===== src/pdf_pkg.sv =====
// ----------------------------------------------------------------------------
// pdf_pkg
// Shared types and constants of the pareto dominance filter: the token that
// travels along the compare chain and the fixed field widths.
// ----------------------------------------------------------------------------
`default_nettype none

package pdf_pkg;

    localparam int KEY_W  = 64;
    localparam int DIMS_W = 5;
    localparam int POS_W  = 6;
    localparam int SLOT_W = 11;
    localparam int IDX_W  = 6;

    localparam logic [DIMS_W-1:0] DIMS_RESET = 5'd8;
    localparam logic [IDX_W-1:0]  IDX_SAT    = 6'd63;

    typedef struct packed {
        logic              vld;
        logic              clr;
        logic              last;
        logic              mark;
        logic [POS_W-1:0]  pos;
        logic [SLOT_W-1:0] slot;
        logic [KEY_W-1:0]  key;
    } tok_t;

endpackage

`default_nettype wire


===== src/pdf_cell.sv =====
// ----------------------------------------------------------------------------
// pdf_cell
// One slot of the object store: holds the features of one object, compares
// every passing feature word against its own and hands the word on.
// ----------------------------------------------------------------------------
`default_nettype none

module pdf_cell #(
    parameter int IDX       = 0,
    parameter int FEATS_MAX = 35
) (
    input  wire logic         clk,
    input  wire logic         rst_n,
    input  wire logic         adv,
    input  wire pdf_pkg::tok_t tok_in,
    output pdf_pkg::tok_t     tok_out
);
    import pdf_pkg::*;

    localparam int AW = (FEATS_MAX > 1) ? $clog2(FEATS_MAX) : 1;

    logic [KEY_W-1:0] mem [FEATS_MAX];
    logic [KEY_W-1:0] rd_reg;
    tok_t             tok_reg;
    logic             valid_reg;
    logic             ge_reg;
    logic             smark_reg;
    logic             ge_eff;
    logic             cand;
    logic             is_new;

    assign is_new = (tok_reg.slot == SLOT_W'(IDX));
    assign ge_eff = ge_reg && !($signed(rd_reg) < $signed(tok_reg.key));
    assign cand   = tok_reg.vld && !tok_reg.clr && tok_reg.last && valid_reg
                    && !smark_reg && ge_eff;

    always_comb
    begin
        tok_out      = tok_reg;
        tok_out.mark = tok_reg.mark | cand;
    end

    // stored features and mark
    always_ff @(posedge clk)
    begin
        if (adv)
        begin
            rd_reg <= mem[tok_in.pos[AW-1:0]];
            if (tok_reg.vld && !tok_reg.clr && is_new)
            begin
                mem[tok_reg.pos[AW-1:0]] <= tok_reg.key;
                if (tok_reg.last)
                begin
                    smark_reg <= tok_reg.mark;
                end
            end
        end
    end

    always_ff @(posedge clk or negedge rst_n)
    begin
        if (!rst_n)
        begin
            tok_reg.vld <= 1'b0;
            valid_reg   <= 1'b0;
            ge_reg      <= 1'b1;
        end
        else if (adv)
        begin
            tok_reg <= tok_in;
            if (tok_reg.vld)
            begin
                if (tok_reg.clr)
                begin
                    valid_reg <= 1'b0;
                    ge_reg    <= 1'b1;
                end
                else if (is_new && tok_reg.last)
                begin
                    valid_reg <= 1'b1;
                    ge_reg    <= 1'b1;
                end
                else if (valid_reg)
                begin
                    ge_reg <= tok_reg.last ? 1'b1 : ge_eff;
                end
            end
        end
    end

endmodule

`default_nettype wire


===== config.mk =====
export PLATFORM = sky130hd
export DESIGN_NAME = pdf_cell
export DESIGN_NICKNAME = d
export VERILOG_FILES = /design/src/pdf_pkg.sv /design/src/pdf_cell.sv
export SDC_FILE = /design/constraint.sdc
export NUM_CORES = 2
export LEC_CHECK = 0
export BUFFER_PORTS_ARGS = -buffer_cell sky130_fd_sc_hd__buf_2
export CORE_ASPECT_RATIO = 1.5
export CORE_MARGIN = 2
export CORE_UTILIZATION = 35
export CTS_CLUSTER_SIZE = 40
export DETAILED_ROUTE_END_ITERATION = 10
export GPL_TIMING_DRIVEN = 0
export PLACE_DENSITY_LB_ADDON = 0.15
export RECOVER_POWER = 100
export SYNTH_ARGS = -nofsm -noshare
export SYNTH_HDL_FRONTEND = slang
export SYNTH_SLANG_ARGS = --single-unit
export TNS_END_PERCENT = 20

===== constraint.sdc =====
create_clock -name clk -period 10.55 [get_ports clk]
set_clock_uncertainty 0.05 [all_clocks]
set_input_delay 2.11 -clock clk [delete_from_list [all_inputs] [get_ports clk]]
set_output_delay 2.11 -clock clk [all_outputs]
set_load 0.005 [all_outputs]

# Yosys cells after proc, flatten, opt, wreduce, memory -nomap -nowiden
# Memories as Yosys holds them, arrays and structs flattened. A register that Yosys moved wholly into a read port is not among the register bits.
# Cells that the tools add are included.
# W data, S select, Z words.
# totals
ff_bits	88
ram_bits	2240
inputBits	88
out_inout_bits	85
wordCells	40
mem_count	1
# classes
n_lt_le_gt_ge	1
muxes	9
n_bitwise	1
n_reduce_logical	18
# mem_list
memory	depth	word_bits	rd	rd_ports_with_merged_regs	write_ports	line_no	rtl
mem	35	64	1	1	1	pdf_cell.sv:22	logic [KEY_W-1:0] mem [FEATS_MAX];
# ops
operator	n
$lt A64 B64 Y1	1
$logic_not A11 Y1	1
$mux W1	9
$reduce_and A3 Y1	3
$logic_and A1 B1 Y1	8
$logic_not A1 Y1	3
$reduce_bool A3 Y1	1
$reduce_and A2 Y1	1
$reduce_bool A2 Y1	1
$or A1 B1 Y1	1

# Logic depth before layout (Yosys ltp)
# logic_depth
word_depth	7
depth_mapped	10
depth_no_buf	10

# Worst setup path after synthesis
# OpenSTA, ideal clock, no wires.
# synth_path
path_kind	input-to-reg
startpoint	input port adv
endpoint	memory mem[15][0] (enable)
setup_ps	487
arrival_ps	5455
required_ps	10013
path_slack_ps	4559
path_stages	4
n_path_buf	0
cell_sequence	and3_1 > nor2b_1 > nand3b_1 > nor2_1
# synth_via
elab_chain_len	2
# synth_rtl
item	line_no	rtl
start, declared	pdf_cell.sv:14	input wire logic adv,
$mux W1	pdf_cell.sv:46	if (adv)
$mux W1 (implied by the code)	pdf_cell.sv:51	mem[tok_reg.pos[AW-1:0]] <= tok_reg.key;
end, declared	pdf_cell.sv:22	
# Every way passes these cells.

# Final worst setup path
# layout_path
startpoint	input port adv
endpoint	memory mem[10][40] (enable)
# Same word-level chain as after synthesis.

==> impl_metrics.json <==
{
  "slowest_stage": "clkbuf_1",
  "htreeDepth": 4,
  "grt_usage_pct": 19.20,
  "synth-seq-area-share_pct": 78.01,
  "cts_buffer_depth": 4,
  "die_h_um": 632.1,
  "endpoint_kind": "flop",
  "syn-num-nets": 4137,
  "dieArea_mm2": 0.2672,
  "dp_worst_setup_slack_ns": 3.627,
  "synth_warnings": 0,
  "placed_area_mm2": 0.1001,
  "power.density_mw_per_mm2": 188.0,
  "fp.coreArea_mm2": 0.2616,
  "grt_overflow": 0,
  "hold_class": "flop to flop",
  "wirelength_um": 257500,
  "crit_fanout": 34,
  "areaGrowthSynthToFinish_pct": 14.19,
  "ys.flop_type": "edfxtp_1",
  "crit_chain": "clkbuf_1 -> and3_1 -> nor2b_1 -> nand3b_1 -> nor2_1 -> clkbuf_1 -> clkbuf_1",
  "worstMarginPinSlew_ns": 2.607,
  "post_cts_resized": 0,
  "clock_latency_ns": 0.89,
  "fin_area_mm2": 0.1051,
  "syn-mean-instance-area_um2": 23.09,
  "fin_cells": 8188,
  "drv_slew": 2078,
  "synthDistinctLibCells": 43,
  "numCtsBuffers": 235,
  "tns_ns": 0,
  "dp_cells": 7760,
  "rsz0062_at_grt": "false",
  "grt_pass1_vias": 45520,
  "nFillCells": 23230,
  "largest_reg_flops": 2240,
  "grt_pass1_wl_um": 360400,
  "setup.worst_path.start_class": "input port",
  "finalNetCount": 4673,
  "critPathMaxStageDelay_ns": 1.66,
  "violations": "capacitance limit, slew limit",
  "p_leak_nw": 33.22,
  "viasPerCell": 5.273,
  "synth_seq_cells": 2392,
  "final_common_cell": "edfxtp_1",
  "max_clock_freq_mhz": 111.5,
  "antenna_found_initial": 10,
  "syn_inst": 3986,
  "drt_pass1_iterations": 5,
  "cts_sinks": 2392,
  "antenna_left": 0,
  "setup_viol": 0,
  "cts_tree": "done",
  "relSlewSlack_pct": -73.81,
  "initialDrtViolationCount": 4028,
  "place_congestion": 0.7517,
  "maxCapViolations": 111,
  "cpMostUsedCell": "clkbuf_1",
  "via_count": 43170,
  "ir_drop_v": 0.0001325,
  "dpl.hpwl_um": 170300,
  "wl_per_cell_um": 31.45,
  "r2r_slack_ns": 3.46,
  "period_minus_slack_ns": 8.972,
  "row_count": 230,
  "mostFrequentLayoutCells": "edfxtp_1, mux4_2, clkbuf_1",
  "setup_ws_ns": 1.578,
  "power_mw": 19.76,
  "initial_core_util_pct": 35.19,
  "synth_edf_count": 2389,
  "status": "complete, but fails checks",
  "hold_buffers": 0,
  "drive_gt1_share_pct": 27.11,
  "die_x_um": 422.7,
  "route.detailed.drc": 0,
  "ys_async_sr_fraction_pct": 0.1254,
  "root_buffer": "clkbuf_16",
  "crit_type": "input port to flop",
  "synth_area_mm2": 0.09205,
  "postCtsSetupBuffers": 0,
  "io_pins": 173,
  "finalHoldViolCount": 0,
  "arrival_ns": 9.38,
  "grt_max_degree": 39,
  "path_clk_slew_ns": 0.06,
  "port_buffers": 172,
  "final.period_utilization_pct": 85.04,
  "required_ns": 10.96
}
==> area by class of cell <==
cell class / instances / area [um2] / area share (%)
Tap cell: 3480 / 4354 / 4.142
Inverter: 65 / 244.0 / 0.2321
Multi-Input combinational cell: 1260 / 18530 / 17.63
Timing Repair Buffer: 299 / 1474 / 1.402
Clock inverter: 124 / 1055 / 1.003
Sequential cell: 2392 / 71820 / 68.32
Antenna cell: 1 / 2.502 / 0.002381
Clock buffer: 298 / 6181 / 5.880
Buffer: 269 / 1454 / 1.383
==> layer usage <==
layer / up-vias / share of wire [%] / track usage (%)
met5: - / 0 / 0
met4: 0 / 2.5 / 4.520
met3: 365 / 4.6 / 2.471
met2: 1244 / 54 / 35.21
met1: 23790 / 39 / 23.96
li1: 17780 / - / -
==> final timing paths <==
check | depth (start not counted) | endpoint | startpoint
min reg2reg | 0 | smark_reg | tok_reg[81]
max in group asynchronous | 1 | ge_reg | rst_n
min in group asynchronous | 1 | valid_reg | rst_n
max reg2reg | 9 | mem[10][40] | tok_out[65]
max | 7 | mem[10][40] | adv
min | 0 | smark_reg | tok_reg[81]
==> worst max-delay path: cells and delay by family <==
kind | cells | cell delay (ns)
simple gates | 4 | 2.71
buf+inv | 3 | 4.43
==> Yosys cell counts, drive strengths merged, types with 2 or more instances <==
cell type	instances	area (um2)
a21o	8	60.06
nor4	5	31.28
nand3b	5	37.54
and3	3	18.77
a21oi	21	105.1
or3	3	18.77
a221oi	2	17.52
nand3	8	40.04
o21ai	139	695.7
and2	2	12.51
a211oi	3	22.52
clkbuf	77	289.0
o21bai	3	22.52
nor3	4	20.02
ha	63	788.3
inv	65	244.0
dfrtp	2	50.05
mux2i	128	1281
nand2	148	555.5
or3b	2	17.52
buf	192	1172
mux2	2	22.52
nor2b	2	12.51
a31oi	4	25.02
o211ai	2	15.01
mux4	640	14410
a41oi	2	17.52
edfxtp	2389	71740
nor2	45	168.9
nand4	9	56.30
==> stage by stage <==
| stage | utilization [%] | hold slack [ns] |
|---|---|---|
| global route | 40.18 | 0.4355 |
| floorplan | - | 0.3693 |
| CTS | 41.03 | 0.4138 |
| detailed placement | 38.27 | 0.3989 |
| finish | 40.18 | 0.4055 |
| global placement | 37.18 | 0.3869 |
==> cell families after synthesis <==
| logic type | share of synthesized area (%) |
|---|---|
| flops | 78.01 |
| fa+ha+maj | 0.8563 |
| compound gates | 1.104 |
| mux | 17.07 |
| buf+inv | 1.853 |
| simple gates | 1.100 |
==> where the power goes <==
part	switching [mW]	leakage, nW	internal (mW)
clock network	3.63	3.54	4.54
logic	0.485	8.08	0.385
registers	0.172	21.6	10.5
total	4.29	33.2	15.5
(Power assumes the default switching activity.)
